`src/bfa_pkg.sv`:
```
// shared types and constants for the first-fit block table allocator
package bfa_pkg;

    // one table entry: start, contiguous and allocated marks
    localparam int ENTRY_W         = 3;
    localparam int MARK_ALLOC_BIT  = 0;
    localparam int MARK_CONTIG_BIT = 1;
    localparam int MARK_START_BIT  = 2;

    // request and result field widths
    localparam int DATA_W   = 32;
    localparam int LG_W     = 5;
    localparam int STATUS_W = 2;

    // effective block size range
    localparam logic [LG_W-1:0] LG_MIN   = 5'd2;
    localparam logic [LG_W-1:0] LG_MAX   = 5'd16;
    localparam logic [LG_W-1:0] LG_RESET = 5'd12;

    // request kinds
    localparam logic ACT_ALLOC = 1'b0;
    localparam logic ACT_FREE  = 1'b1;

    // result status codes
    localparam logic [STATUS_W-1:0] ST_DONE  = 2'd0;
    localparam logic [STATUS_W-1:0] ST_NOMEM = 2'd1;
    localparam logic [STATUS_W-1:0] ST_BAD   = 2'd2;

    // configuration register indexes
    localparam int CFG_IDX_W = 1;
    localparam logic [CFG_IDX_W-1:0] CFG_HEAP_BASE  = 1'b0;
    localparam logic [CFG_IDX_W-1:0] CFG_BLOCK_LOG2 = 1'b1;

    // sequencer states
    typedef enum logic [2:0] {
        S_CLEAR,
        S_IDLE,
        S_SETUP,
        S_SCAN,
        S_MARK,
        S_FREE,
        S_ADDR,
        S_DONE
    } state_t;

    // shared unit operations
    typedef enum logic [1:0] {
        ALU_ROUND,
        ALU_INDEX,
        ALU_ADDR
    } alu_op_t;

    typedef struct packed {
        alu_op_t           op;
        logic [DATA_W-1:0] op_a;
        logic [DATA_W-1:0] op_b;
        logic [LG_W-1:0]   shamt;
    } alu_req_t;

    typedef struct packed {
        logic [DATA_W:0] value;
        logic            borrow;
    } alu_rsp_t;

endpackage

```
`src/bfa_ram.sv`:
```
// generic single write port, single read port ram with registered read
module bfa_ram #(
    parameter int WIDTH = 8,
    parameter int DEPTH = 256
) (
    input  logic                     aclk,
    input  logic                     we,
    input  logic [$clog2(DEPTH)-1:0] waddr,
    input  logic [WIDTH-1:0]         wdata,
    input  logic [$clog2(DEPTH)-1:0] raddr,
    output logic [WIDTH-1:0]         rdata
);

    logic [WIDTH-1:0] mem [DEPTH];

    // write port
    always_ff @(posedge aclk) begin
        if (we) begin
            mem[waddr] <= wdata;
        end
    end

    // registered read port
    always_ff @(posedge aclk) begin
        rdata <= mem[raddr];
    end

endmodule

```
`src/bfa_alu.sv`:
```
// shared add and shift unit: size round-up, address to index, index to address
module bfa_alu import bfa_pkg::*; (
    input  alu_req_t req,
    output alu_rsp_t rsp
);

    logic [DATA_W:0] mask;
    logic [DATA_W:0] op1;
    logic [DATA_W:0] op2;
    logic [DATA_W:0] sum;
    logic            cin;

    // operand selection and the one adder
    always_comb begin
        mask = (33'd1 << req.shamt) - 33'd1;
        op1  = {1'b0, req.op_a};
        op2  = '0;
        cin  = 1'b0;
        case (req.op)
            ALU_ROUND: begin
                op2 = mask;
            end
            ALU_INDEX: begin
                op2 = {1'b1, ~req.op_b};
                cin = 1'b1;
            end
            ALU_ADDR: begin
                op1 = {1'b0, req.op_a << req.shamt};
                op2 = {1'b0, req.op_b};
            end
            default: begin
                op2 = '0;
            end
        endcase
        sum = op1 + op2 + {{DATA_W{1'b0}}, cin};
    end

    // post shift
    always_comb begin
        case (req.op)
            ALU_ROUND: rsp.value = sum >> req.shamt;
            ALU_INDEX: rsp.value = {1'b0, sum[DATA_W-1:0]} >> req.shamt;
            default:   rsp.value = {1'b0, sum[DATA_W-1:0]};
        endcase
        rsp.borrow = sum[DATA_W];
    end

endmodule

```
`src/block_table_first_fit_allocator.sv`:
```
// first-fit heap allocator over a block table, top level and sequencer
//
//  channel | ports                                      | direction
//  --------+--------------------------------------------+----------
//  request | s_valid s_ready s_action s_size_bytes       | in
//          | s_address                                  |
//  result  | m_valid m_ready m_status m_block_address    | out
//  config  | cfg_valid cfg_ready cfg_index cfg_data      | in
//
// after reset the table is swept to zero before the first request beat
// allocate: setup, then the first-fit walk, which reads one table entry per cycle,
//   then the run marks are written and the block address is formed
// free: setup, then the run is cleared, one entry cleared per cycle
// one request at a time; a finished result sits in the output register, so the next
//   request beat is taken while it waits
module block_table_first_fit_allocator import bfa_pkg::*; #(
    parameter int NUM_BLOCKS = 256
) (
    input  logic                  aclk,
    input  logic                  aresetn,
    // request channel
    input  logic                  s_valid,
    output logic                  s_ready,
    input  logic                  s_action,
    input  logic [DATA_W-1:0]     s_size_bytes,
    input  logic [DATA_W-1:0]     s_address,
    // result channel
    output logic                  m_valid,
    input  logic                  m_ready,
    output logic [STATUS_W-1:0]   m_status,
    output logic [DATA_W-1:0]     m_block_address,
    // configuration write channel
    input  logic                  cfg_valid,
    output logic                  cfg_ready,
    input  logic [CFG_IDX_W-1:0]  cfg_index,
    input  logic [DATA_W-1:0]     cfg_data
);

    localparam int IDX_W = $clog2(NUM_BLOCKS);
    localparam int CNT_W = $clog2(NUM_BLOCKS + 1);
    localparam logic [IDX_W-1:0]  LAST_IDX = IDX_W'(NUM_BLOCKS - 1);
    localparam logic [CNT_W-1:0]  N_CNT    = CNT_W'(NUM_BLOCKS);
    localparam logic [DATA_W:0]   N_WIDE   = (DATA_W + 1)'(NUM_BLOCKS);

    // configuration registers
    logic [DATA_W-1:0] heap_base_reg;
    logic [LG_W-1:0]   lg_cfg_reg;
    logic [LG_W-1:0]   lg_eff;

    // sequencer and datapath registers
    state_t              state_reg, state_next;
    logic                action_reg;
    logic [DATA_W-1:0]   size_reg;
    logic [DATA_W-1:0]   addr_reg;
    logic [CNT_W-1:0]    need_reg, need_next;
    logic [IDX_W-1:0]    first_reg, first_next;
    logic [CNT_W-1:0]    run_reg, run_next;
    logic [CNT_W-1:0]    rd_ptr_reg, rd_ptr_next;
    logic                pend_reg, pend_next;
    logic [IDX_W-1:0]    pend_idx_reg, pend_idx_next;
    logic [CNT_W-1:0]    mark_cnt_reg, mark_cnt_next;
    logic [STATUS_W-1:0] status_reg, status_next;
    logic [DATA_W-1:0]   res_addr_reg, res_addr_next;
    logic                m_valid_reg, m_valid_next;
    logic [STATUS_W-1:0] m_status_reg, m_status_next;
    logic [DATA_W-1:0]   m_addr_reg, m_addr_next;

    // table ram and shared unit
    logic                ram_we;
    logic [IDX_W-1:0]    ram_waddr;
    logic [ENTRY_W-1:0]  ram_wdata;
    logic [ENTRY_W-1:0]  ram_rdata;
    alu_req_t            alu_req;
    alu_rsp_t            alu_rsp;
    logic [CNT_W-1:0]    run_inc;
    logic [CNT_W-1:0]    mark_inc;

    bfa_ram #(
        .WIDTH (ENTRY_W),
        .DEPTH (NUM_BLOCKS)
    ) u_table (
        .aclk  (aclk),
        .we    (ram_we),
        .waddr (ram_waddr),
        .wdata (ram_wdata),
        .raddr (rd_ptr_reg[IDX_W-1:0]),
        .rdata (ram_rdata)
    );

    bfa_alu u_alu (
        .req (alu_req),
        .rsp (alu_rsp)
    );

    // effective block size, clamped
    always_comb begin
        if (lg_cfg_reg < LG_MIN) begin
            lg_eff = LG_MIN;
        end else if (lg_cfg_reg > LG_MAX) begin
            lg_eff = LG_MAX;
        end else begin
            lg_eff = lg_cfg_reg;
        end
    end

    // configuration writes
    assign cfg_ready = 1'b1;

    always_ff @(posedge aclk) begin
        if (!aresetn) begin
            heap_base_reg <= '0;
            lg_cfg_reg    <= LG_RESET;
        end else if (cfg_valid) begin
            case (cfg_index)
                CFG_HEAP_BASE:  heap_base_reg <= cfg_data;
                CFG_BLOCK_LOG2: lg_cfg_reg    <= cfg_data[LG_W-1:0];
                default:        lg_cfg_reg    <= lg_cfg_reg;
            endcase
        end
    end

    assign s_ready         = (state_reg == S_IDLE);
    assign m_valid         = m_valid_reg;
    assign m_status        = m_status_reg;
    assign m_block_address = m_addr_reg;
    assign run_inc         = run_reg + CNT_W'(1);
    assign mark_inc        = mark_cnt_reg + CNT_W'(1);

    // next state, shared unit requests and table writes
    always_comb begin
        state_next    = state_reg;
        need_next     = need_reg;
        first_next    = first_reg;
        run_next      = run_reg;
        rd_ptr_next   = rd_ptr_reg;
        pend_next     = 1'b0;
        pend_idx_next = pend_idx_reg;
        mark_cnt_next = mark_cnt_reg;
        status_next   = status_reg;
        res_addr_next = res_addr_reg;
        m_valid_next  = m_valid_reg;
        m_status_next = m_status_reg;
        m_addr_next   = m_addr_reg;
        ram_we        = 1'b0;
        ram_waddr     = pend_idx_reg;
        ram_wdata     = '0;
        alu_req.op    = ALU_ROUND;
        alu_req.op_a  = size_reg;
        alu_req.op_b  = heap_base_reg;
        alu_req.shamt = lg_eff;

        // result register drains independently
        if (m_valid_reg && m_ready) begin
            m_valid_next = 1'b0;
        end

        case (state_reg)
            // sweep the table to zero after reset
            S_CLEAR: begin
                ram_we      = 1'b1;
                ram_waddr   = rd_ptr_reg[IDX_W-1:0];
                rd_ptr_next = rd_ptr_reg + CNT_W'(1);
                if (rd_ptr_reg[IDX_W-1:0] == LAST_IDX) begin
                    state_next = S_IDLE;
                end
            end

            S_IDLE: begin
                res_addr_next = '0;
                if (s_valid) begin
                    state_next = S_SETUP;
                end
            end

            // round size up to blocks, or turn the address into an index
            S_SETUP: begin
                run_next  = '0;
                pend_next = 1'b0;
                if (action_reg == ACT_ALLOC) begin
                    alu_req.op = ALU_ROUND;
                    alu_req.op_a = size_reg;
                    if (alu_rsp.value == '0) begin
                        status_next = ST_BAD;
                        state_next  = S_DONE;
                    end else if (alu_rsp.value > N_WIDE) begin
                        status_next = ST_NOMEM;
                        state_next  = S_DONE;
                    end else begin
                        need_next   = alu_rsp.value[CNT_W-1:0];
                        rd_ptr_next = '0;
                        state_next  = S_SCAN;
                    end
                end else begin
                    alu_req.op   = ALU_INDEX;
                    alu_req.op_a = addr_reg;
                    if (alu_rsp.borrow || (alu_rsp.value >= N_WIDE)) begin
                        status_next = ST_BAD;
                        state_next  = S_DONE;
                    end else begin
                        rd_ptr_next = alu_rsp.value[CNT_W-1:0];
                        state_next  = S_FREE;
                    end
                end
            end

            // first-fit walk, one entry read per cycle
            S_SCAN: begin
                if (rd_ptr_reg < N_CNT) begin
                    pend_next     = 1'b1;
                    pend_idx_next = rd_ptr_reg[IDX_W-1:0];
                    rd_ptr_next   = rd_ptr_reg + CNT_W'(1);
                end
                if (pend_reg) begin
                    if (ram_rdata[MARK_ALLOC_BIT]) begin
                        run_next = '0;
                    end else begin
                        if (run_reg == '0) begin
                            first_next = pend_idx_reg;
                        end
                        run_next = run_inc;
                    end
                    if (!ram_rdata[MARK_ALLOC_BIT] && (run_inc == need_reg)) begin
                        mark_cnt_next = '0;
                        pend_next     = 1'b0;
                        state_next    = S_MARK;
                    end else if (pend_idx_reg == LAST_IDX) begin
                        status_next = ST_NOMEM;
                        pend_next   = 1'b0;
                        state_next  = S_DONE;
                    end
                end
            end

            // write the run marks, one entry per cycle
            S_MARK: begin
                ram_we    = 1'b1;
                ram_waddr = first_reg + mark_cnt_reg[IDX_W-1:0];
                ram_wdata[MARK_ALLOC_BIT]  = 1'b1;
                ram_wdata[MARK_START_BIT]  = (mark_cnt_reg == '0);
                ram_wdata[MARK_CONTIG_BIT] = (mark_inc != need_reg);
                mark_cnt_next = mark_inc;
                if (mark_inc == need_reg) begin
                    state_next = S_ADDR;
                end
            end

            // clear entries up to and including the first one without the contiguous mark, or the last entry
            S_FREE: begin
                if (rd_ptr_reg < N_CNT) begin
                    pend_next     = 1'b1;
                    pend_idx_next = rd_ptr_reg[IDX_W-1:0];
                    rd_ptr_next   = rd_ptr_reg + CNT_W'(1);
                end
                if (pend_reg) begin
                    ram_we    = 1'b1;
                    ram_waddr = pend_idx_reg;
                    if (!ram_rdata[MARK_CONTIG_BIT] || (pend_idx_reg == LAST_IDX)) begin
                        status_next = ST_DONE;
                        pend_next   = 1'b0;
                        state_next  = S_DONE;
                    end
                end
            end

            // base plus index times block size
            S_ADDR: begin
                alu_req.op    = ALU_ADDR;
                alu_req.op_a  = DATA_W'(first_reg);
                res_addr_next = alu_rsp.value[DATA_W-1:0];
                status_next   = ST_DONE;
                state_next    = S_DONE;
            end

            // hand over to the output register once it is free
            S_DONE: begin
                if (!m_valid_reg || m_ready) begin
                    m_valid_next  = 1'b1;
                    m_status_next = status_reg;
                    m_addr_next   = res_addr_reg;
                    state_next    = S_IDLE;
                end
            end

            default: begin
                state_next = S_IDLE;
            end
        endcase
    end

    // control registers
    always_ff @(posedge aclk) begin
        if (!aresetn) begin
            state_reg   <= S_CLEAR;
            rd_ptr_reg  <= '0;
            pend_reg    <= 1'b0;
            m_valid_reg <= 1'b0;
        end else begin
            state_reg   <= state_next;
            rd_ptr_reg  <= rd_ptr_next;
            pend_reg    <= pend_next;
            m_valid_reg <= m_valid_next;
        end
    end

    // payload registers
    always_ff @(posedge aclk) begin
        if (s_valid && s_ready) begin
            action_reg <= s_action;
            size_reg   <= s_size_bytes;
            addr_reg   <= s_address;
        end
        need_reg     <= need_next;
        first_reg    <= first_next;
        run_reg      <= run_next;
        pend_idx_reg <= pend_idx_next;
        mark_cnt_reg <= mark_cnt_next;
        status_reg   <= status_next;
        res_addr_reg <= res_addr_next;
        m_status_reg <= m_status_next;
        m_addr_reg   <= m_addr_next;
    end

    // a failed result never carries an address
    assert property (@(posedge aclk) disable iff (!aresetn)
        (m_valid && (m_status != ST_DONE)) |-> (m_block_address == '0))
        else $error("nonzero address on a failed result");

    // only one request in flight
    assert property (@(posedge aclk) disable iff (!aresetn)
        (s_valid && s_ready) |=> !s_ready)
        else $error("request taken while busy");

    // no request beat during the table sweep
    assert property (@(posedge aclk) disable iff (!aresetn)
        (state_reg == S_CLEAR) |-> !s_ready)
        else $error("request taken during table sweep");

    // run marking stays inside the table
    assert property (@(posedge aclk) disable iff (!aresetn)
        (state_reg == S_MARK) |->
            (((CNT_W + 1)'(first_reg) + (CNT_W + 1)'(mark_cnt_reg)) < (CNT_W + 1)'(NUM_BLOCKS)))
        else $error("run marking past end of table");

endmodule
```
`config.mk`:
```
export PLATFORM = sky130hd
export DESIGN_NAME = block_table_first_fit_allocator
export DESIGN_NICKNAME = d
export VERILOG_FILES = /design/src/bfa_pkg.sv /design/src/bfa_ram.sv /design/src/bfa_alu.sv /design/src/block_table_first_fit_allocator.sv
export SDC_FILE = /design/constraint.sdc
export NUM_CORES = 1
export LEC_CHECK = 0
export ABC_CLOCK_PERIOD_IN_PS = 12500
export BUFFER_PORTS_ARGS = -buffer_cell sky130_fd_sc_hd__buf_2
export CELL_PAD_IN_SITES_DETAIL_PLACEMENT = 1
export CELL_PAD_IN_SITES_GLOBAL_PLACEMENT = 2
export CORE_ASPECT_RATIO = 1.25
export CORE_MARGIN = 10
export CORE_UTILIZATION = 46
export CTS_CLUSTER_DIAMETER = 200
export CTS_CLUSTER_SIZE = 10
export DETAILED_ROUTE_END_ITERATION = 8
export PLACE_DENSITY_LB_ADDON = 0.15
export SYNTH_ARGS = -nofsm -noshare
export SYNTH_HDL_FRONTEND = slang
export SYNTH_HIERARCHICAL = 1
export SYNTH_SLANG_ARGS = --single-unit
```
`constraint.sdc`:
```
create_clock -name aclk -period 12.5 [get_ports aclk]
set_clock_uncertainty 0.15 [all_clocks]
set_input_delay 1.25 -clock aclk [delete_from_list [all_inputs] [get_ports aclk]]
set_output_delay 1.25 -clock aclk [all_outputs]
set_load 0.02 [all_outputs]
```
==> qor.yml <==
status: "completed"
hp-class: "reg -> reg"
grt_pass1_wl_mm: 198
synth.avg_cell_area_um2: 11.9
drv_cap: 0
yosys_warnings: 6
hold_depth: 0
start_util: 0.463
nFillCells: 8489
ctsHoldBuffers: 0
ant_nets: 0
seq_area_um2: 21700
routed_wl_mm: 136
track_usage: 0.278
path_buf_inv: 1
period_needed_ps: 10800
path_delay_family: "compound AO/OA/AOI/OAI gates"
p_leak_nw: 13.9
rr_worst_depth: 27
avgRoutedWirePerCell_um: 31.3
route.met3.wl_mm: 7.53
dpl.hpwl_mm: 95.8
coreArea_um2: 82500
rsz0062_at_grt: "false"
drv_slew: 0
worstSetupEndpointType: "flip-flop"
drt-met1-wl_mm: 49.9
tritoncts: "built"
cts.sinks: 741
row_count: 118
route.met2.wl_mm: 70.0
arrival_ps: 11160
grt_overflow: 0
routed.top_layer: "met5"
drtIter0Drc: 2465
place_congestion: 0.950
syn_nets: 3346
post_cts_resized: 0
h-tree-depth: 3
grt_pass1_vias: 29100
largest_reg_flops: 512
syn_area_um2: 38200
die_w_um: 278
layout.nets: 3370
finalPower_mw: 5.63
firstDrtPassIters: 6
drive_gt1_frac: 0.156
fin_tns_setup_ps: 0
worstSetupPathType: "reg -> reg"
fin_util: 0.508
viasPerCell: 6.41
cts.path.max_buffers: 3
cpMaxStageDelayCell: "nor2b_2"
max_freq_ghz: 0.0926
top_register: "u_table/mem"
cts_buffers: 84
port_buffers: 138
syn_to_final_growth_pct: 9.73
cp.depth: 27
postCtsSetupBuffers: 0
slew_headroom: 0.0355
num_io_pins: 140
die_area_um2: 95000
critical_path.max_fanout: 66
grt_max_degree: 138
cp-start-kind: "flip-flop"
cp.required_ps: 12860
setup_viol: 0
die_height_um: 342
critPathMaxStageDelay_ps: 1060
irDropWorstVdd_uv: 137
hold_violations: 0
clkLatencyLatePin_ps: 660
cts_root_buf: "clkbuf_16"
timing.final.crit_share: 0.864
vias: 27800
powerDensity_nw_per_um2: 134
max_slew.worst_pin.slew_ps: 1430
path_clk_slew_ps: 60
antenna_found_initial: 12
drc_errors: 0
multi_input_comb_area_um2: 15200
syn_inst: 3196
==> layer usage <==
metal,track usage,vias up
met5,0,-
met3,0.0460,340
li1,-,12200
met2,0.492,980
met1,0.316,14200
met4,0.156,18
==> power by group <==
part / internal, mW / switching [mW] / total (mW)
Sequential: 2.69 / 0.0166 / 2.70
Combinational: 0.248 / 0.491 / 0.740
Clock: 1.22 / 0.965 / 2.19
==> final timing paths <==
path	start	endpoint	slack, ps
worst max-delay path	state_reg[1]	rd_ptr_reg[0]	1700
worst min-delay path	res_addr_reg[13]	m_block_address[13]	260
worst max register to register	state_reg[1]	rd_ptr_reg[0]	1700
worst min register to register	res_addr_reg[13]	m_block_address[13]	260
==> cell type report <==
| type | instances | area share |
|---|---|---|
| Antenna cell | 4 | 0.000239 |
| Clock buffer | 104 | 0.0520 |
| Clock inverter | 8 | 0.00346 |
| Inverter | 43 | 0.00397 |
| Multi-Input combinational cell | 2152 | 0.362 |
| Sequential cell | 741 | 0.519 |
| Tap cell | 1080 | 0.0322 |
| Timing Repair Buffer | 198 | 0.0275 |
==> worst reg2reg max path, delay by kind of cell (launching register included) <==
kind	cells	cell delay [ps]
AOI/OAI and AO/OA	12	4330
adders and majority gates	1	510
buffers and inverters	1	600
DFF	1	620
muxes	2	640
and+or+nand+nor	11	3840
==> metrics by stage <==
stage                     cells  cell area (um2)  hold WS, ps  setup WS [ps]
after floorplan            3196            38200          250           3540
after global placement     4214            39600          251           1910
after detailed placement   4214            39600          255           1980
after CTS                  4326            41900          265           1940
after global routing       4327            41900          272           1010
final                      4330            41900          264           1700
==> placed cells by master (no fill, tap or decap), drive strengths merged, types with 19 or more instances in the layout <==
master  instances
a211oi         49
a21o           28
a21oi         168
a221oi         20
a22o           40
a22oi          29
a31oi          24
and3           52
buf           198
clkbuf        104
dfxtp          53
edfxtp        688
ha             44
inv            46
mux2           21
mux2i         119
mux4          126
nand2         311
nand2b         19
nand3          91
nand4          30
nor2          432
nor2b          33
nor3           59
nor4           23
o211ai         27
o21ai         107
o22ai          22
xnor2          37
xor2           21
Note: power is estimated with default switching activity, not from simulation.
